**src/hw/rtl/gb3_queue.sv**
```systemverilog
// Small register FIFO between the front and back halves.
`default_nettype none

module gb3_queue #(
    parameter int W     = 8,
    parameter int DEPTH = 4
) (
    input  wire logic                       i_clk,
    input  wire logic                       i_rst_n,
    input  wire logic                       i_push,
    input  wire logic [W-1:0]               i_data,
    input  wire logic                       i_pop,
    output      logic                       o_valid,
    output      logic [W-1:0]               o_data,
    output      logic [$clog2(DEPTH+1)-1:0] o_level
);
    localparam int PTR_W = (DEPTH > 1) ? $clog2(DEPTH) : 1;
    localparam int LVL_W = $clog2(DEPTH + 1);

    logic [W-1:0]     r_mem [DEPTH];
    logic [PTR_W-1:0] r_wr_ptr, n_wr_ptr;
    logic [PTR_W-1:0] r_rd_ptr, n_rd_ptr;
    logic [LVL_W-1:0] r_count;

    function automatic logic [PTR_W-1:0] ptr_inc(input logic [PTR_W-1:0] p);
        if (p == PTR_W'(DEPTH - 1)) begin
            return '0;
        end
        return p + 1'b1;
    endfunction

    always_comb begin
        n_wr_ptr = i_push ? ptr_inc(r_wr_ptr) : r_wr_ptr;
        n_rd_ptr = i_pop  ? ptr_inc(r_rd_ptr) : r_rd_ptr;
    end

    always_ff @(posedge i_clk) begin
        if (!i_rst_n) begin
            r_wr_ptr <= '0;
            r_rd_ptr <= '0;
            r_count  <= '0;
        end else begin
            r_wr_ptr <= n_wr_ptr;
            r_rd_ptr <= n_rd_ptr;
            case ({i_push, i_pop})
                2'b10:   r_count <= r_count + 1'b1;
                2'b01:   r_count <= r_count - 1'b1;
                default: r_count <= r_count;
            endcase
        end
    end

    always_ff @(posedge i_clk) begin
        if (i_push) begin
            r_mem[r_wr_ptr] <= i_data;
        end
    end

    assign o_valid = (r_count != '0);
    assign o_data  = r_mem[r_rd_ptr];
    assign o_level = r_count;
endmodule

`default_nettype wire

```
**config.mk**
```make
export PLATFORM = sky130hd
export DESIGN_NAME = gb3_queue
export DESIGN_NICKNAME = d
export VERILOG_FILES = /design/src/hw/rtl/gb3_queue.sv
export SDC_FILE = /design/constraint.sdc
export NUM_CORES = 1
export LEC_CHECK = 0
export ABC_AREA = 1
export BUFFER_PORTS_ARGS = -buffer_cell sky130_fd_sc_hd__buf_2
export CAP_MARGIN = 10
export CORE_AREA = 2 2 44 76
export DETAILED_ROUTE_END_ITERATION = 16
export DIE_AREA = 0 0 46 78
export PLACE_DENSITY = 0.78
export SYNTH_ARGS = -nofsm -noshare
export SYNTH_HDL_FRONTEND = slang
export SYNTH_SLANG_ARGS = --single-unit
```
**constraint.sdc**
```tcl
create_clock -name i_clk -period 1.8 [get_ports i_clk]
set_input_delay 0.27 -clock i_clk [delete_from_list [all_inputs] [get_ports i_clk]]
set_output_delay 0.27 -clock i_clk [all_outputs]
set_load 0.02 [all_outputs]
```
Word-level counts from Yosys, hierarchy flattened:

Memory sizes are Yosys's and may differ from the RTL's. A register that Yosys moved wholly into a read port is not among the register bits.
Cells that the tools add are included.

* bits in registers: 7
* RAM bits: 32
* bits of input ports: 12
* output and inout bits: 12
* logic and storage cells: 25
* memories: 1

* $add $sub $neg: 4
* eq/ne operators: 4
* multiplexer cells: 11
* reduce and logical (&&, ||, !) cells: 2

Memory list
* r_mem: depth 4, bits a word 8, read ports 1, clocked after Yosys merged registers in 1, wr ports 1, line 20 `logic [W-1:0] r_mem [DEPTH];`

Operator list (count)
* $mux 2: 6
* $eq 2x2->1 const B: 3
* $pmux 3 s2: 1
* $add 2x1->2 const B: 2
* $mux 1: 4
* $add 3x1->3 const B: 1
* $reduce_bool 3->1: 1
* $sub 3x1->3 const B: 1
* $eq 2x1->1 const B: 1
* $reduce_bool 2->1: 1

Longest topological paths before layout:

Gate-level depths: netlist of the first run.

* word-level depth: 5
* gate-level depth with buffers: 8
* mapped depth without buffers: 8

Worst setup path after synthesis of the first run:

Ideal clock, no wire load.

* path kind: input to register
* start point: input i_push
* end point: register r_count[2] (netlist: o_level[2])
* data arrival time: 1.272 ns
* data required time: 1.736 ns
* setup slack: 0.465 ns
* cell stages on the path: 8
* buffers on the path: 0
* path through: inv_1 > ha_1 > fa_1 > nand2_1 > nand2_1 > nor2_1 > nor2_1 > nor2_1

* longest elaborated chain between the ends: 2
* elaborated cells on any way between the ends: 4

RTL lines
* start: declaration: line 10 `input wire logic i_push,`
* $eq 2x1->1 / $eq 2x2->1 (equally long branches): line 45 `case ({i_push, i_pop})`
* $pmux 3 s2 / $reduce_bool 2->1 (equally long branches)
* end signal: assignment: line 46 `2'b10: r_count <= r_count + 1'b1;`
* end signal: assignment: line 47 `2'b01: r_count <= r_count - 1'b1;`
* end signal: assignment: line 48 `default: r_count <= r_count;`
* end: declaration: line 23 `logic [LVL_W-1:0] r_count;`

Several ways; a longest one is shown, not always the timed one.
A chain may end at the register's enable or synchronous reset.

==> metrics.log, run 1 <==
[metrics] via total after detailed routing: 1087
[metrics] Congestion Overflow GR: 0
[metrics] worst hold path stage count: 1
[metrics] worst hold-check path type: in2reg
[metrics] area of the core region: 0.00293 mm²
[metrics] fraction of final layout cells sized beyond drive strength 1: 0.229
[metrics] post-DR vias/cell: 5.60
[metrics] multiplexer share of the synthesized area: 0
[metrics] startpoint of the lowest-slack hold path: i_data[6]
[metrics] cell area after synthesis: 0.00165 mm²
[metrics] worst-case reg-to-reg path depth: 3
[metrics] Detailed Routing Iterations Pass 1: 4
[metrics] Worst Path Required: 1.53 ns
[metrics] initial standard-cell utilization of the core: 0.565
[metrics] Area growth, synth to finish: 13.8%
[metrics] diode count: 0
[metrics] cell area power density: roughly 1100 mW/mm²
[metrics] part of the total power dissipated in sequential elements: 0.562
[metrics] post-synthesis compound-gate area fraction: 0.104
[metrics] largest family of logic cells by synthesized area: compound AO/OA/AOI/OAI gates
[metrics] Comb power frac: 0.134
[metrics] DPL Wire Length: 1990 µm
[metrics] type of the worst setup path: reg2out
[metrics] endpoint kind of the worst setup timing path: output pin
[metrics] Die Wd: 46 µm
[metrics] IO Pins: 24
[metrics] Post-Synth XOR/XNOR Area: 0.00530
[metrics] number of global-route vias before repair: 1077
[metrics] number of antenna violations at the first check in global routing: 0
[metrics] post-synthesis adder-cell area fraction: 0.0575
[metrics] clk sink count: 41
[metrics] weighted congestion at the end of routability-driven global placement: 0.734
[metrics] unrepaired setup endpoints after global routing: false
[metrics] CTS Root Cell: clkbuf_8
[metrics] cell-internal power: 1.48 mW
[metrics] peak supply drop: just over 0.6 mV
[metrics] Buffers on Ports: 23
[metrics] slew at the pin closest to its max-slew limit: 0.427 ns
[metrics] number of CTS-inserted buffers: 5
[metrics] largest net degree at the start of global routing: 17
[metrics] Final Hold Fails: 0
[metrics] final number of max-transition violations: 0
[metrics] type of element launching the critical path: flop
[metrics] worst reg2reg startpoint: r_wr_ptr[0]
[metrics] total wirelength of the detailed-routed design: between 2000 and 3000 µm
[metrics] synthesized instance count: 136
[metrics] Layout Cells excl Fill: 194
[metrics] number of rows in the core area: 26
[metrics] worst reg2reg setup slack: roughly 0.51 ns
[metrics] setup total negative slack: 0 ns
[metrics] detail-routed net length per standard cell: 14.9 µm
[metrics] switching fraction of total power: 0.251
[metrics] number of warning messages in the yosys log: 0
[metrics] net switching component of the power: 0.497 mW
[metrics] register bit total from synthesis: a little over 40
[metrics] fmax: 605 MHz
[metrics] Residual DRC: 0
[metrics] number of buffers on the longest clock path: 2
[metrics] synth unique cells: 18
[metrics] minimum clock period: 1.65 ns
[metrics] total number of H-tree levels: 2
[metrics] leakage power figure: 0.768 nW
[metrics] critical path fanouts, max: 16
[metrics] number of nets in the layout: 184
[metrics] clock latency reported for the late side of the worst-skew pair: 0.29 ns
[metrics] final instance area: 0.00188 mm²
[metrics] total nets after synthesis: 155
[metrics] DRC violation total after the first TritonRoute iteration: 27
[metrics] number of antenna-violating nets in the routed design: 0
[metrics] portion of the post-synthesis area used by sequential elements: 0.690
[metrics] number of filler instances in the final layout: 230
[metrics] clock tree from TritonCTS: yes
[metrics] total placed cells including tap cells: 186
[metrics] clock input transition at the sequential cells of the worst setup and hold paths: 0.07 ns
[metrics] status: finished, final reports clean
[metrics] Fin Clk Skew: 0.00575 ns
[metrics] GRT Total Usage: 0.181
[metrics] Worst Setup EP: o_data[5]
[metrics] maximum capacitance violations: 0
[metrics] fraction of the mapped netlist area in simple logic gates: 0.0953
[metrics] Reg-to-Reg End: r_mem[3][5]
[metrics] per-instance average area after synthesis: 12.2 µm²
[metrics] first-pass GRT wire length: roughly 4500 µm
[metrics] Finish-stage setup viols: 0
[metrics] die area: 0.00359 mm²
[metrics] remaining max-slew budget at the tightest pin: 0.715
[metrics] portion of the clock cycle consumed by the worst path in the final layout: 0.918
[metrics] signal arrival time at the worst endpoint: 1.38 ns
[metrics] Die Y-Extent: 78 µm
[metrics] clock power share: 0.304
[metrics] cell area after placement: 0.00179 mm²
Yosys cell counts (all sizes together):
cell / instances / share of area
nor3: 1 / 0.0030
nand2: 11 / 0.025
dfxtp: 9 / 0.11
fa: 1 / 0.012
nor2: 26 / 0.064
o21ai: 20 / 0.065
xnor2: 1 / 0.0053
nand4: 1 / 0.0038
o22ai: 8 / 0.030
ha: 6 / 0.045
inv: 15 / 0.034
buf: 2 / 0.014
a21oi: 3 / 0.0091
edfxtp: 32 / 0.58
through the flow:
stage	hold WS [ns]	power, mW	utilization	setup WS [ns]
floorplan	0.369	1.30	-	0.465
global route	0.178	2.05	0.643	0.0283
global placement	0.478	1.38	0.611	0.276
detailed placement	0.485	1.40	0.611	0.200
finish	0.188	1.98	0.643	0.148
CTS	0.181	1.98	0.642	0.0765
repair_timing:
item	CTS	global route
gates resized for setup	1	1
setup endpoints to repair	1	1
hold buffers	0	0
buffers inserted	0	0
how the worst min path moves through the flow:
| stage | endpoint | slack (ns) |
|---|---|---|
| floorplan | r_mem[0][0] | 0.37 |
| global placement | r_mem[2][0] | 0.48 |
| detailed placement | r_mem[2][6] | 0.49 |
| CTS | r_mem[0][6] | 0.18 |
| global route | r_mem[2][5] | 0.18 |
| finish | r_mem[0][6] | 0.19 |
power groups by stage:
stage	registers [mW]	clock network [mW]	logic [mW]
after floorplan	1.13	0	0.173
after global placement	1.13	0	0.255
after global routing	1.12	0.640	0.296
final	1.11	0.601	0.266
after detailed placement	1.13	0	0.268
after CTS	1.11	0.603	0.268
cells by family (layout without fill, tap and decap cells):
family,after synthesis,in the layout
AOI/OAI and AO/OA,31,31
xor gates and xnor gates,1,1
adders and majority gates,7,7
buffers and inverters,17,47
DFF,41,41
and+or+nand+nor,39,39
placed cells by master, fill, tap and decap left out, drive strengths merged:
cell / count
clkbuf: 8
nor3: 1
edfxtp: 32
o22ai: 8
xnor2: 1
nand2: 11
a21oi: 3
o21ai: 20
nand4: 1
nor2: 26
ha: 6
fa: 1
dfxtp: 9
buf: 24
inv: 15
layer usage:
metal | wire [µm] | GRT usage | up-vias
met5 | 0 | 0 | -
met4 | 105 | 0.123 | 0
met3 | 191 | 0.0674 | 10
met2 | 1490 | 0.300 | 38
met1 | 1100 | 0.170 | 512
li1 | - | - | 527
sequential cells by signal, indices dropped and copies added, names as in the netlist, named ones only:
register  count
r_mem        32
r_wr_ptr      2
o_level       3
r_rd_ptr      2
layout make-up:
class	count	area, µm²	share of cell area
sequential	41	1140	0.608
multi-input combinational	78	434	0.231
tap	28	35.0	0.0186
timing repair buffer	24	123	0.0652
inverter	15	56.3	0.0299
clock buffer	8	90.1	0.0479
critical path, cell delays in order (launching register included):
cell,delay [ns]
dfxtp_2,0.38
inv_2,0.27
o21ai_0,0.15
o22ai_1,0.12
buf_2,0.18
No activity file was read; power rests on OpenSTA's default activity.
==> inputs of run 2 (changes only) <==
REMOVE_ABC_BUFFERS = 1   (was unset)
SLEW_MARGIN = 0   (was unset)
==> run 2 against run 1 <==
Net effect: final cell count stayed put; register-to-register slack better by 0.02 ns; fmax is 0.38% higher; first-iteration DRC count is 56% higher; cell area is 0.46% lower; die area stayed put; global-route usage is 1.7 points higher.
==> metrics.log, run 2 (synthesis results as in run 1) <==
[metrics] Layout Cells excl Fill: 194 (unchanged)
[metrics] maximum capacitance violations: 0 (unchanged)
[metrics] Largest register FFs: 32 (unchanged)
[metrics] number of CTS-inserted buffers: 5 (unchanged)
[metrics] fmax: 607 MHz (+0.38%)
[metrics] weighted congestion at the end of routability-driven global placement: 0.787 (+7.3%)
[metrics] initial standard-cell utilization of the core: 0.565 (unchanged)
[metrics] Die Wd: 46 µm (unchanged)
[metrics] Area growth, synth to finish: 13.2%
[metrics] Worst Slack Setup Final: 0.154 ns (+0.00628 ns)
[metrics] signal arrival time at the worst endpoint: 1.38 ns (about the same)
[metrics] count of hold-fix buffers inserted at cts: 0 (unchanged)
[metrics] type of the worst setup path: reg2out
[metrics] most frequent cells in the layout: 32 x edfxtp_1, 23 x nor2_1, 23 x buf_2
[metrics] diode count: 0 (unchanged)
[metrics] worst reg2reg startpoint: r_wr_ptr[0]
[metrics] number of antenna violations at the first check in global routing: 0 (unchanged)
[metrics] slew at the pin closest to its max-slew limit: 0.392 ns (-0.0352 ns)
[metrics] total wirelength of the detailed-routed design: 3040 µm (+5.0%)
[metrics] first-pass GRT wire length: 4870 µm (+7.6%)
[metrics] cell area after placement: 0.00179 mm² (unchanged)
[metrics] post-DR vias/cell: 5.63 (+0.46%)
[metrics] area of the core region: 0.00293 mm² (unchanged)
[metrics] WHS Endpoint: r_mem[1][4]
[metrics] fraction of final layout cells sized beyond drive strength 1: 0.235 (+0.00602)
[metrics] clock latency reported for the late side of the worst-skew pair: 0.29 ns (about the same)
[metrics] worst hold-check path type: in2reg
[metrics] clock input transition at the sequential cells of the worst setup and hold paths: 0.07 ns (about the same)
[metrics] minimum clock period: 1.65 ns (-0.00628 ns)
[metrics] clock tree from TritonCTS: yes
[metrics] GRT Total Usage: 0.198 (+0.0174)
[metrics] Worst Path Required: 1.53 ns (about the same)
[metrics] peak supply drop: 0.659 mV (+6.0%)
[metrics] via total after detailed routing: 1092 (+0.46%)
[metrics] die area: 0.00359 mm² (unchanged)
[metrics] detail-routed net length per standard cell: 15.7 µm (+5.0%)
[metrics] DRC violation total after the first TritonRoute iteration: 42 (+56%)
[metrics] Fin Clk Skew: 0.00353 ns (-0.00223 ns)
[metrics] portion of the clock cycle consumed by the worst path in the final layout: 0.915 (-0.00349)
[metrics] DPL Wire Length: 2140 µm (+7.4%)
[metrics] worst reg2reg setup slack: 0.53 ns (+0.02 ns)
[metrics] total number of H-tree levels: 2 (unchanged)
[metrics] IO Pins: 24 (unchanged)
[metrics] clk sink count: 41 (unchanged)
[metrics] number of antenna-violating nets in the routed design: 0 (unchanged)
[metrics] critical path fanouts, max: 16 (unchanged)
[metrics] worst hold path stage count: 1 (unchanged)
[metrics] total placed cells including tap cells: 186 (unchanged)
[metrics] number of buffers on the longest clock path: 2 (unchanged)
[metrics] number of global-route vias before repair: 1153 (+7.1%)
[metrics] Congestion Overflow GR: 0 (unchanged)
[metrics] largest net degree at the start of global routing: 17 (unchanged)
[metrics] number of nets in the layout: 184 (unchanged)
[metrics] most common cell after layout, fill and taps aside: edfxtp_1
[metrics] Most flops, register: r_mem
[metrics] remaining max-slew budget at the tightest pin: 0.738 (+0.0235)
[metrics] cells resized by post-CTS repair: 0 (-1)
[metrics] unrepaired setup endpoints after global routing: false
[metrics] leakage power figure: 0.767 nW (-0.14%)
[metrics] worst-case reg-to-reg path depth: 3 (unchanged)
[metrics] Detailed Routing Iterations Pass 1: 4 (unchanged)
[metrics] final number of max-transition violations: 0 (unchanged)
[metrics] Final Hold Fails: 0 (unchanged)
[metrics] startpoint of the lowest-slack hold path: i_data[4]
[metrics] post-place setup slack: 0.195 ns (-0.00547 ns)
[metrics] cell area power density: 1040 mW/mm² (-1.1%)
[metrics] type of element launching the critical path: flop
[metrics] number of rows in the core area: 26 (unchanged)
[metrics] Reg-to-Reg End: r_mem[3][6]
[metrics] Buffers on Ports: 23 (unchanged)
[metrics] post-CTS setup-driven buffer insertion count: 0 (unchanged)
[metrics] status: finished, final reports clean
[metrics] setup total negative slack: 0 ns (unchanged)
[metrics] Finish-stage setup viols: 0 (unchanged)
[metrics] final instance area: 0.00187 mm² (-0.46%)
[metrics] Residual DRC: 0 (unchanged)
[metrics] Die Y-Extent: 78 µm (unchanged)
[metrics] CTS Root Cell: clkbuf_8
[metrics] endpoint kind of the worst setup timing path: output pin
==> run 2: how the worst max path moves through the flow <==
stage	from	endpoint	slack (ns)	depth (start not counted)
6_report	flop	o_data[4]	0.15	4
5_1_grt	flop	o_data[6]	0.05	4
4_1_cts	flop	o_data[6]	0.05	4
3_5_place_dp	i_push	o_level[2]	0.19	9
3_3_place_gp	i_push	o_level[2]	0.28	9
2_1_floorplan	flop	o_data[0]	0.44	3
==> run 2: cell type report <==
class	instances	area, µm²
clock buffers	6	72.6
clock inverters	2	10.0
fillers	238	1050
inverters	15	56.3
multi-input cells	78	434
flip-flops and latches	41	1140
well taps	28	35.0
repair buffers	24	123
==> run 2: through the flow <==
| step | util | power, mW | hold WS [ns] |
|---|---|---|---|
| CTS | 0.639 | 1.95 | 0.181 |
| global placement | 0.611 | 1.38 | 0.478 |
| finish | 0.640 | 1.95 | 0.189 |
| detailed placement | 0.611 | 1.40 | 0.487 |
| global route | 0.640 | 2.02 | 0.180 |
| floorplan | - | 1.30 | 0.369 |
==> run 2: where the power goes <==
group	leakage, nW	total [mW]	switching [mW]	internal, mW
combinational	0.353	0.272	0.180	0.0924
clock	0.0450	0.563	0.295	0.268
sequential	0.369	1.11	0.0342	1.08
total	0.767	1.95	0.509	1.44
==> run 2: worst max-delay path, stage by stage (launching register included) <==
cell and delay [ns]:
dfxtp_2 0.36, inv_2 0.26, nor2_1 0.08, o22ai_1 0.19, buf_2 0.19
==> run 2: layer usage <==
layer	up-vias	track usage	share of wire	wire, µm
li1	531	-	-	-
met1	528	0.180	0.38	1150
met2	28	0.333	0.55	1680
met3	5	0.0744	0.046	139
met4	0	0.137	0.023	70
met5	-	0	0	0
