### config.mk
export PLATFORM = sky130hd
export DESIGN_NAME = gb3_back
export DESIGN_NICKNAME = d
export VERILOG_FILES = /design/src/hw/rtl/gb3_pkg.sv /design/src/hw/rtl/gb3_back.sv
export SDC_FILE = /design/constraint.sdc
export NUM_CORES = 1
export LEC_CHECK = 0
export BUFFER_PORTS_ARGS = -buffer_cell sky130_fd_sc_hd__buf_4
export CAP_MARGIN = 20
export CORE_ASPECT_RATIO = 1.1
export CORE_MARGIN = 3
export CORE_UTILIZATION = 40
export DETAILED_ROUTE_END_ITERATION = 12
export GPL_TIMING_DRIVEN = 0
export PLACE_DENSITY_LB_ADDON = 0.08
export SETUP_SLACK_MARGIN = 0.4
export SKIP_LAST_GASP = 1
export SYNTH_ARGS = -nofsm -noshare
export SYNTH_HDL_FRONTEND = slang
export SYNTH_SLANG_ARGS = --single-unit
### constraint.sdc
create_clock -name i_clk -period 4.5 [get_ports i_clk]
set_input_delay 0.45 -clock i_clk [delete_from_list [all_inputs] [get_ports i_clk]]
set_output_delay 0.45 -clock i_clk [all_outputs]
set_load 0.005 [all_outputs]
### src/hw/rtl/gb3_pkg.sv
// Shared constants and types for the 3x3 Gaussian blur block.
`default_nettype none

package gb3_pkg;

    // Configuration port
    localparam int CFG_IDX_W  = 1;
    localparam int ROW_REG_W  = 13;
    localparam int COL_REG_W  = 11;
    localparam int CFG_DATA_W = ROW_REG_W;

    localparam logic [CFG_IDX_W-1:0] REG_ROW_COUNT = 1'b0;
    localparam logic [CFG_IDX_W-1:0] REG_COL_COUNT = 1'b1;

    // Smallest legal frame dimension
    localparam int MIN_DIM = 3;

    // Kernel weights sum to 16
    localparam int KERNEL_SHIFT = 4;

    // Entries between front and back
    localparam int QUEUE_DEPTH = 4;
    localparam int QLEVEL_W    = $clog2(QUEUE_DEPTH + 1);

    // Per-item classification made by the front
    typedef struct packed {
        logic emit;    // item produces a result
        logic border;  // result lies on the frame border
        logic last;    // result is the final one of the frame
    } t_item_flags;

endpackage

`default_nettype wire

### src/hw/rtl/gb3_back.sv
// Back half: 3x3 window, weighted sum and output register.
`default_nettype none

module gb3_back #(
    parameter int PIXEL_BITS = 8
) (
    input  wire logic                         i_clk,
    input  wire logic                         i_rst_n,
    input  wire logic                         i_q_valid,
    input  wire logic [$bits(gb3_pkg::t_item_flags)+3*PIXEL_BITS-1:0] i_q_data,
    output      logic                         o_q_pop,
    output      logic                         o_valid,
    input  wire logic                         i_ready,
    output      logic [PIXEL_BITS-1:0]        o_filtered,
    output      logic                         o_last
);
    import gb3_pkg::*;

    localparam int SUM_W = PIXEL_BITS + KERNEL_SHIFT;

    t_item_flags           q_flags;
    logic [PIXEL_BITS-1:0] q_top, q_mid, q_new;

    logic [PIXEL_BITS-1:0] r_win [3][3];
    logic                  r_w_valid;
    t_item_flags           r_w_flags;
    logic                  w_move;

    logic [SUM_W-1:0]      sum;
    logic [PIXEL_BITS-1:0] blur;

    logic                  r_o_valid;
    logic [PIXEL_BITS-1:0] r_o_pix;
    logic                  r_o_last;

    assign {q_flags, q_top, q_mid, q_new} = i_q_data;

    // Window item leaves when it has no result or the output register frees
    assign w_move  = r_w_valid && (!r_w_flags.emit || !r_o_valid || i_ready);
    assign o_q_pop = i_q_valid && (!r_w_valid || w_move);

    always_comb begin
        sum =  SUM_W'(r_win[0][0])         + (SUM_W'(r_win[0][1]) << 1)
             + SUM_W'(r_win[0][2])         + (SUM_W'(r_win[1][0]) << 1)
             + (SUM_W'(r_win[1][1]) << 2)  + (SUM_W'(r_win[1][2]) << 1)
             + SUM_W'(r_win[2][0])         + (SUM_W'(r_win[2][1]) << 1)
             + SUM_W'(r_win[2][2]);
        blur = r_w_flags.border ? '0 : sum[SUM_W-1:KERNEL_SHIFT];
    end

    always_ff @(posedge i_clk) begin
        if (!i_rst_n) begin
            r_w_valid <= 1'b0;
            r_o_valid <= 1'b0;
        end else begin
            if (o_q_pop) begin
                r_w_valid <= 1'b1;
            end else if (w_move) begin
                r_w_valid <= 1'b0;
            end
            if (w_move && r_w_flags.emit) begin
                r_o_valid <= 1'b1;
            end else if (i_ready) begin
                r_o_valid <= 1'b0;
            end
        end
    end

    // Shift the window left and load the new column
    always_ff @(posedge i_clk) begin
        if (o_q_pop) begin
            for (int r = 0; r < 3; r++) begin
                r_win[r][0] <= r_win[r][1];
                r_win[r][1] <= r_win[r][2];
            end
            r_win[0][2] <= q_top;
            r_win[1][2] <= q_mid;
            r_win[2][2] <= q_new;
            r_w_flags   <= q_flags;
        end
        if (w_move && r_w_flags.emit) begin
            r_o_pix  <= blur;
            r_o_last <= r_w_flags.last;
        end
    end

    assign o_valid    = r_o_valid;
    assign o_filtered = r_o_pix;
    assign o_last     = r_o_last;
endmodule

`default_nettype wire

==> Word level (Yosys, flattened, before mapping) <==
Memory sizes are Yosys's and may differ from the RTL's.
Index checks and enable logic that the tools add are counted.
{ "word_totals": {"register_bits": 14, "latchBits": 0, "ram_bits": 72, "romBits": 0, "out_inout_bits": 11, "elab_cells": 33, "mem_count": 1} }
{ "op_classes": {"n_addsub": 8, "multipliers": 0, "n_div": 0, "magnitude_cmp": 0, "n_eq_ne": 0, "shift": 0, "mux": 6, "bitwise_logic": 0, "n_reduce_logical": 11} }
{ "mem_list": {"columns": ["name", "words", "width", "rd", "rd_clocked_by_memory_dff", "write_ports", "line", "text"], "rows": [
  ["r_win", 3, 24, 3, 0, 3, "gb3_back.sv:24", "logic [PIXEL_BITS-1:0] r_win [3][3];"]
]} }
{ "ops": {"columns": ["operator", "count"], "rows": [
  ["12-bit by 8-bit adder with 12-bit output", 2],
  ["12-bit by 9-bit adder with 12-bit output", 2],
  ["11-bit by 9-bit adder with 12-bit output", 1],
  ["12-bit by 10-bit adder with 12-bit output", 1],
  ["10-bit by 8-bit adder with 11-bit output", 1],
  ["8-bit by 9-bit adder with 10-bit output", 1],
  ["1-bit 2-to-1 mux", 6],
  ["2-bit nonzero test", 2],
  ["1-bit logical AND", 3],
  ["1-bit logical NOT", 3],
  ["1-bit logical OR", 3]
]} }

==> Logic depth before layout (Yosys ltp) <==
Gate-level depths: netlist of run 1.
An unclocked memory read counts as a cell.
{ "logic_depth": {"word_depth": 9, "ltp_mapped": 13, "depth_no_buf": 13} }

==> Worst setup path before layout of run 1 <==
OpenSTA, ideal clock, no wires.
{ "synth_path": {"kind": "input to register", "startpoint": "input port i_ready", "endpoint": "register r_w_flags[0] (netlist name) (enable)", "setup_time_ns": 0.520, "t_arrival_ns": 4.004, "t_required_ns": 3.980, "slack_ns": -0.024, "path_stages": 3, "path_buffers": 0, "path_cell_list": "nand2b_1 nor2_1 nor2b_1"} }
{ "synth_via": {"elab_chain_cells": 4} }
{ "synth_rtl": {"columns": ["element", "line", "text"], "rows": [
  ["from (decl)", "gb3_back.sv:13", "input wire logic i_ready,"],
  ["1-bit logical OR", "gb3_back.sv:39", "assign w_move = r_w_valid && (!r_w_flags.emit || !r_o_valid || i_ready);"],
  ["1-bit logical AND", "gb3_back.sv:39", null],
  ["1-bit logical OR", "gb3_back.sv:40", "assign o_q_pop = i_q_valid && (!r_w_valid || w_move);"],
  ["1-bit logical AND", "gb3_back.sv:40", null],
  ["net o_q_pop", "gb3_back.sv:11", "output logic o_q_pop,"],
  ["to (signal assigned)", "gb3_back.sv:79", "r_w_flags <= q_flags;"],
  ["to (decl)", "gb3_back.sv:26", "t_item_flags r_w_flags;"]
]} }
The timed path passes the listed nets, and every way through them passes these cells.
A chain may end at the register's enable or synchronous reset.

==> summary.md, run 1 <==
| Metric | Value |
|---|---|
| Status | complete, no violations |
| Reg2Reg Depth | 13 |
| Final WL | 6500 um |
| First-pass GRT wire length | 11,300 um |
| Stages on worst setup path | 13 |
| TritonRoute pass-1 iters | 4 |
| Remaining antenna violation count after routing | 0 |
| Area Overhead vs Synth | 23.2% |
| # hold bufs at CTS | 0 |
| Final HPWL DP | 4800 um |
| Die area | 12,400 um2 |
| Die width | 106 um |
| Vias per cell | 4.32 |
| Worst-Margin Slew | 0.780 ns |
| Fin. max-slew vios | 0 |
| RSZ-0062 raised after global routing | true |
| Crit path kind | reg -> reg |
| Largest net degree at the start of global routing | 31 |
| CP max-delay cell | fa_1 |
| CTS clk-pin slew, worst paths | 0.06 ns |
| Routed WL per cell | 12.8 um |
| Antenna cells | 0 |
| WHS Endpoint | r_win[0][24] |
| Post-Place Cell Area | 4980 um2 |
| Grt ovf | 0 |
| GRT Util Overall | 0.124 |
| Maximum clock rate | 244 MHz |
| Cell area after layout | 5470 um2 |
| Fraction of layout cells with a size suffix above 1 | 0.258 |
| Worst Path Arrival | 4.19 ns |
| Post-Synthesis Cells | 296 |
| CTS Root Cell | clkbuf_16 |
| Sequential power share | 0.285 |
| Static leakage | 2.38 nW |
| DR vias | 2,196 |
| # nets final | 456 |
| Mapped Avg Cell Area | 15.0 um2 |
| Hold Crit Class | in -> reg |
| Number of DRC markers in iteration 0 | 54 |
| Pwr Density | 646 nW/um2 |
| Switching Fraction | 0.332 |
| WP data required | 4.59 ns |
| Max FO, Critical Path | 6 |
| Num CTS Buffers | 9 |
| Worst vdd ir | 0.000367 V |
| Port bufs | 41 |
| Ys flop type | edfxtp_1 |
| Sw Pwr | 0.00117 W |
| Final setup fails | 0 |
| Gpl congestion | 0.699 |
| Final Cycle Share | 0.911 |
| Initial core utilization | 0.419 |
| DRC viols | 0 |
| Ordered cell list for the critical path | inv_1 -> fa_1 -> inv_1 -> fa_1 -> fa_1 -> inv_1 -> fa_1 -> inv_1 -> ha_4 -> a21o_1 -> a221oi_2 -> o21bai_1 -> mux2_1 |
| Htree depth | 3 |
| Max Buffers Root-to-Sink | 2 |
| Synth async-reset ratio | 0 |
| Cell row count | 39 |
| Comb power frac | 0.494 |
| Worst path bufs/invs | 4 |
| Layout Utilization | 0.517 |
| Clock network power share | 0.221 |
| Antenna violations before repair | 0 |
| CP Launch Type | register |
| Family with the most delay on the worst path | adder cells |
| CTS tree | done |
| Crit path time final | 4.10 ns |
| YS warnings | 0 |
| Worst R2R Setup Slack | 0.40 ns |
| Register area share after synthesis | 0.577 |
| Max Cap Violations | 0 |
| Hold_sp | i_q_data[8] |
| Ports | 42 |
| Hold Path Stages | 1 |
| Vias in the first global route | 2,371 |
| Clock Latency Late Sink | 0.34 ns |
| P_int | 0.00236 W |
| CP peak stage delay | 0.55 ns |
| Core Area | 10,600 um2 |
| Unique masters post-synth | 29 |
| Final TNS setup | 0 ns |
| Worst reg2reg endpoint | o_filtered[7] |
| Slew margin rel. | 0.479 |
| Reg2reg start | r_win[0][30] |
| Final worst setup slack | 0.399 ns |
| Height of the die | 117 um |
| Hold Fails Final Rpt | 0 |
| Post-Syn Nets | 392 |
| Clock sinks | 86 |
| Post-synth EDFFs | 84 |
| Cell Area, Synth | 4440 um2 |
| Post-synthesis register bit count | 86 |
| CP Capture Type | register |
| Fin Clk Skew | 0.00592 ns |
| Setup WS pre-CTS | 0.218 ns |
==> worst max-delay path by stage <==
stage / startpoint / end / slack [ns]
after global placement: i_ready / o_q_pop / 0.13
after detailed placement: r_win[0][4] / o_filtered[7] / 0.22
after global routing: r_win[0][27] / o_filtered[7] / 0.24
after floorplan: r_win[0][4] / o_filtered[7] / 0.44
final: r_win[0][30] / o_filtered[7] / 0.40
after CTS: r_win[0][51] / o_filtered[7] / 0.36
==> final cells by class <==
class	count	area, um2
plain buffers	1	3.75
clock buffers	10	229
clock inverters	6	86.3
fillers	921	5120
inverters	96	360
multi-input cells	113	1630
flip-flops and latches	86	2560
well taps	143	179
repair buffers	53	423
==> cell families (layout without fill, tap and decap cells) <==
family                     count (synthesis)  count (layout)  synth area share
buffers and inverters                     97             166            0.0820
DFF                                       86              86             0.577
adders and majority gates                 65              65             0.271
and+or+nand+nor                           24              24            0.0262
AOI/OAI and AO/OA                         17              17            0.0282
xor gates and xnor gates                   4               4           0.00789
muxes                                      3               3           0.00761
==> worst register-to-register path: cells and delay by family (launching register included) <==
kind            cells  cell delay, ns
mux                 1            0.31
buf+inv             4            0.22
compound gates      3            0.60
fa+ha+maj           5            2.37
flops               1            0.34
==> per-stage QoR <==
step | instances | power, W | hold WS (ns)
4_1_cts | 505 | 0.00349 | 0.264
2_1_floorplan | 296 | 0.00207 | 0.400
5_1_grt | 508 | 0.00389 | 0.258
3_5_place_dp | 482 | 0.00237 | 0.413
3_3_place_gp | 480 | 0.00235 | 0.403
6_report | 508 | 0.00354 | 0.284
==> timing repair <==
action / 4_1_cts / 5_1_grt
setup buffers: 7 / 3
gates resized for setup: 17 / 4
setup endpoints to repair: 4 / 5
endpoints found under the hold margin: 0 / 0
pin swaps: 23 / 4
cloned: 0 / 0
==> synthesized netlist by cell type, types with 2 or more instances <==
| master | instances | area share |
|---|---|---|
| inv_1 | 96 | 0.081 |
| edfxtp_1 | 84 | 0.57 |
| fa_1 | 52 | 0.23 |
| ha_1 | 13 | 0.037 |
| nor2_1 | 9 | 0.0076 |
| a21oi_1 | 6 | 0.0068 |
| nor2b_1 | 6 | 0.0085 |
| nand2_1 | 4 | 0.0034 |
| dfxtp_1 | 2 | 0.0090 |
| mux2_1 | 2 | 0.0051 |
| o21ai_0 | 2 | 0.0023 |
| xnor2_1 | 2 | 0.0039 |
| xor2_1 | 2 | 0.0039 |
==> per-layer routing <==
layer / global-route usage / vias up / routed length [um]
met5: 0 / - / 0
met4: 0.0563 / 0 / 109
met3: 0.0437 / 11 / 269
met2: 0.207 / 32 / 3450
met1: 0.147 / 1101 / 2670
li1: - / 1052 / -
==> sequential cells by signal (all words and copies together), names as in the netlist <==
register and flops:
r_win 72, o_filtered 8, r_w_flags 3, o_last 1, o_valid 1, r_w_valid 1
==> power by group through the flow <==
stage | Sequential [W] | Clock (W) | Combinational [W]
detailed placement | 0.00103 | 0 | 0.00134
finish | 0.00101 | 0.000782 | 0.00175
CTS | 0.00101 | 0.000810 | 0.00167
floorplan | 0.00102 | 0 | 0.00105
global placement | 0.00103 | 0 | 0.00133
global route | 0.00102 | 0.000845 | 0.00203
==> cell usage in the layout, fill, tap and decap left out, types with 3 or more instances in the layout <==
| master | n |
|---|---|
| fa_2 | 6 |
| inv_2 | 4 |
| nand2_1 | 3 |
| ha_4 | 4 |
| ha_1 | 8 |
| clkbuf_16 | 9 |
| buf_4 | 51 |
| edfxtp_1 | 84 |
| nor2_1 | 9 |
| a21oi_1 | 4 |
| fa_1 | 46 |
| nor2b_1 | 5 |
| inv_1 | 92 |
No activity file was read; power rests on OpenSTA's default activity.
==> run 2, diff against run 1 <==
--- a/config.mk
+++ b/config.mk
@@ -8,7 +8,7 @@
 export BUFFER_PORTS_ARGS = -buffer_cell sky130_fd_sc_hd__buf_4
 export CAP_MARGIN = 20
 export CORE_ASPECT_RATIO = 1.1
-export CORE_MARGIN = 3
+export CORE_MARGIN = 4
 export CORE_UTILIZATION = 40
 export DETAILED_ROUTE_END_ITERATION = 12
 export GPL_TIMING_DRIVEN = 0
==> constraint.sdc (replaced) <==
create_clock -name i_clk -period 4.5 [get_ports i_clk]
set_input_delay 0.675 -clock i_clk [delete_from_list [all_inputs] [get_ports i_clk]]
set_output_delay 0.675 -clock i_clk [all_outputs]
set_load 0.005 [all_outputs]
==> run 2 against run 1 <==
Hold slack gained 0.14 ns. Total power increased by 2.4%. Final cell count increased by 0.98%.
==> summary.md, run 2 (synthesis results as in run 1) <==
| Metric | Value |
|---|---|
| Status | complete, no violations |
| Grt ovf | 0 (unchanged) |
| Max reg flops | 72 (unchanged) |
| Final TNS setup | 0 ns (unchanged) |
| TritonRoute pass-1 iters | 4 (unchanged) |
| Final Cycle Share | 0.923 (+0.0113) |
| Inst Count DP | 486 (+0.83%) |
| CTS tree | done |
| Ports | 42 (unchanged) |
| Static leakage | 2.38 nW (about the same) |
| Core Area | 10,900 um2 (+3.0%) |
| Most frequent cells in the layout | inv_1 (87), edfxtp_1 (84), buf_4 (52), fa_1 (48) |
| Largest net degree at the start of global routing | 31 (unchanged) |
| Ordered cell list for the critical path | inv_2 -> fa_1 -> inv_2 -> fa_1 -> fa_1 -> inv_2 -> fa_1 -> nor3_2 -> fa_2 -> a21o_4 -> a221oi_2 -> o21bai_1 -> mux2_1 |
| Num CTS Buffers | 9 (unchanged) |
| Final HPWL DP | 4840 um (+0.92%) |
| Pwr Density | 660 nW/um2 (+2.1%) |
| Slew margin rel. | 0.467 (-0.0122) |
| Vias per cell | 4.28 (-1.1%) |
| Most common cell after layout, fill and taps aside | inv_1 |
| # hold bufs at CTS | 0 (unchanged) |
| Remaining antenna violation count after routing | 0 (unchanged) |
| Most used cell, CP | fa_1 |
| Cell row count | 40 (+2.6%) |
| DR vias | 2,194 (-0.091%) |
| Maximum clock rate | 241 MHz (-1.2%) |
| Reg2Reg Depth | 13 (unchanged) |
| Post-Layout Cell Count | 513 (+0.98%) |
| DRC viols | 0 (unchanged) |
| Max Cap Violations | 0 (unchanged) |
| CP Capture Type | register |
| RSZ-0062 raised after global routing | true |
| Fin. max-slew vios | 0 (unchanged) |
| Worst vdd ir | 0.000383 V (+4.5%) |
| Footprint of the multi-input gates | 1650 um2 (+1.1%) |
| First-pass GRT wire length | 11,500 um (+1.6%) |
| Vias in the first global route | 2,480 (+4.6%) |
| Area Overhead vs Synth | 23.5% |
| Die width | 108 um (+1.9%) |
| Fraction of layout cells with a size suffix above 1 | 0.276 (+0.0184) |
| Routed WL per cell | 12.8 um (+0.38%) |
| Gpl congestion | 0.710 (+1.6%) |
| Hold Path Stages | 0 (-1) |
| Clock sinks | 86 (unchanged) |
| Height of the die | 119 um (+1.7%) |
| Max FO, Critical Path | 2 (-4) |
| Worst Path Arrival | 4.24 ns (+0.05 ns) |
| Initial core utilization | 0.407 (-0.0124) |
| Htree depth | 3 (unchanged) |
| Biggest register | r_win |
| Final WL | 6590 um (+1.4%) |
| Hold Fails Final Rpt | 0 (unchanged) |
| Worst-Margin Slew | 0.799 ns (+0.0182 ns) |
| CTS Root Cell | clkbuf_16 |
| # nets final | 457 (+0.22%) |
| Antenna violations before repair | 0 (unchanged) |
| Number of DRC markers in iteration 0 | 66 (+22%) |
| CTS clk-pin slew, worst paths | 0.06 ns (about the same) |
| CP Launch Type | register |
| Final setup fails | 0 (unchanged) |
| Crit path time final | 4.15 ns (+0.0509 ns) |
| CP peak stage delay | 0.55 ns (about the same) |
| Fin Clk Skew | 0.00434 ns (-0.00157 ns) |
| WP data required | 4.59 ns (about the same) |
| GRT Util Overall | 0.120 (-0.00405) |
| Die area | 12,900 um2 (+3.6%) |
| Crit path kind | reg -> reg |
| Port bufs | 41 (unchanged) |
| Register area | 2560 um2 (unchanged) |
| CP max-delay cell | fa_1 |
| Antenna cells | 0 (unchanged) |
| # fillers | 977 (+6.1%) |
| Hold Crit Class | reg -> reg |
| Max Buffers Root-to-Sink | 2 (unchanged) |
| Clock Latency Late Sink | 0.34 ns (about the same) |
| Worst path bufs/invs | 3 (-1) |
| Stages on worst setup path | 13 (unchanged) |
| Family with the most delay on the worst path | adder cells |
-- run 2: changes by cell type in the layout (fill, tap and decap cells not counted), sizes merged --
cell	before	now
buf	53	54
bufinv	2	1
clkbuf	11	10
clkinv	3	5
-- run 2: worst paths after layout --
check | endpoint | from | slack (ns)
hold reg to reg | o_last | r_w_flags[0] | 0.42
setup reg to reg | o_filtered[7] | r_win[0][10] | 0.35
setup / recovery | o_filtered[7] | r_win[0][10] | 0.35
hold / removal | o_last | r_w_flags[0] | 0.42
-- run 2: final cells by class --
cell class              instances  area share
flip-flops and latches         86       0.467
clock inverters                 7      0.0119
plain buffers                   1    0.000684
well taps                     147      0.0335
multi-input cells             113       0.300
clock buffers                   9      0.0411
repair buffers                 54      0.0799
inverters                      96      0.0657
-- run 2: worst register-to-register path: stages, from the launching register on --
cell and delay [ns]:
edfxtp_1 0.37, inv_2 0.05, fa_1 0.51, inv_2 0.04
fa_1 0.46, fa_1 0.54, inv_2 0.05, fa_1 0.55
nor3_2 0.07, fa_2 0.38, a21o_4 0.22, a221oi_2 0.24
o21bai_1 0.11, mux2_1 0.32
-- run 2: per-layer routing --
metal | track usage | vias to the layer above | part of all wire
met5 | 0 | - | 0
met4 | 0.0568 | 0 | 0.024
met3 | 0.0426 | 11 | 0.041
met2 | 0.198 | 29 | 0.52
met1 | 0.139 | 1094 | 0.42
li1 | - | 1060 | -
-- run 2: where the power goes --
| part | internal, W | switching, W | leakage (nW) |
|---|---|---|---|
| clock | 0.000425 | 0.000295 | 0.143 |
| sequential | 0.000984 | 0.0000255 | 0.835 |
| combinational | 0.000968 | 0.000922 | 1.40 |
| total | 0.00238 | 0.00124 | 2.38 |
-- run 2: metrics by stage --
| stage | cell area (um2) | hold WS [ns] | total power [W] | worst slack, ns | utilization |
|---|---|---|---|---|---|
| CTS | 5410 | 0.421 | 0.00347 | 0.370 | 0.496 |
| global route | 5480 | 0.441 | 0.00395 | 0.212 | 0.503 |
| floorplan | 4450 | 0.400 | 0.00207 | 0.435 | - |
| detailed placement | 4990 | 0.409 | 0.00237 | 0.191 | 0.457 |
| global placement | 4940 | 0.403 | 0.00236 | -0.298 | 0.453 |
| finish | 5480 | 0.423 | 0.00362 | 0.348 | 0.503 |
-- run 2: repair_timing --
item	4_1_cts	5_1_grt
resized for setup	17	11
endpoints found under the setup margin	4	5
setup buffers	6	5
pin swaps	24	15
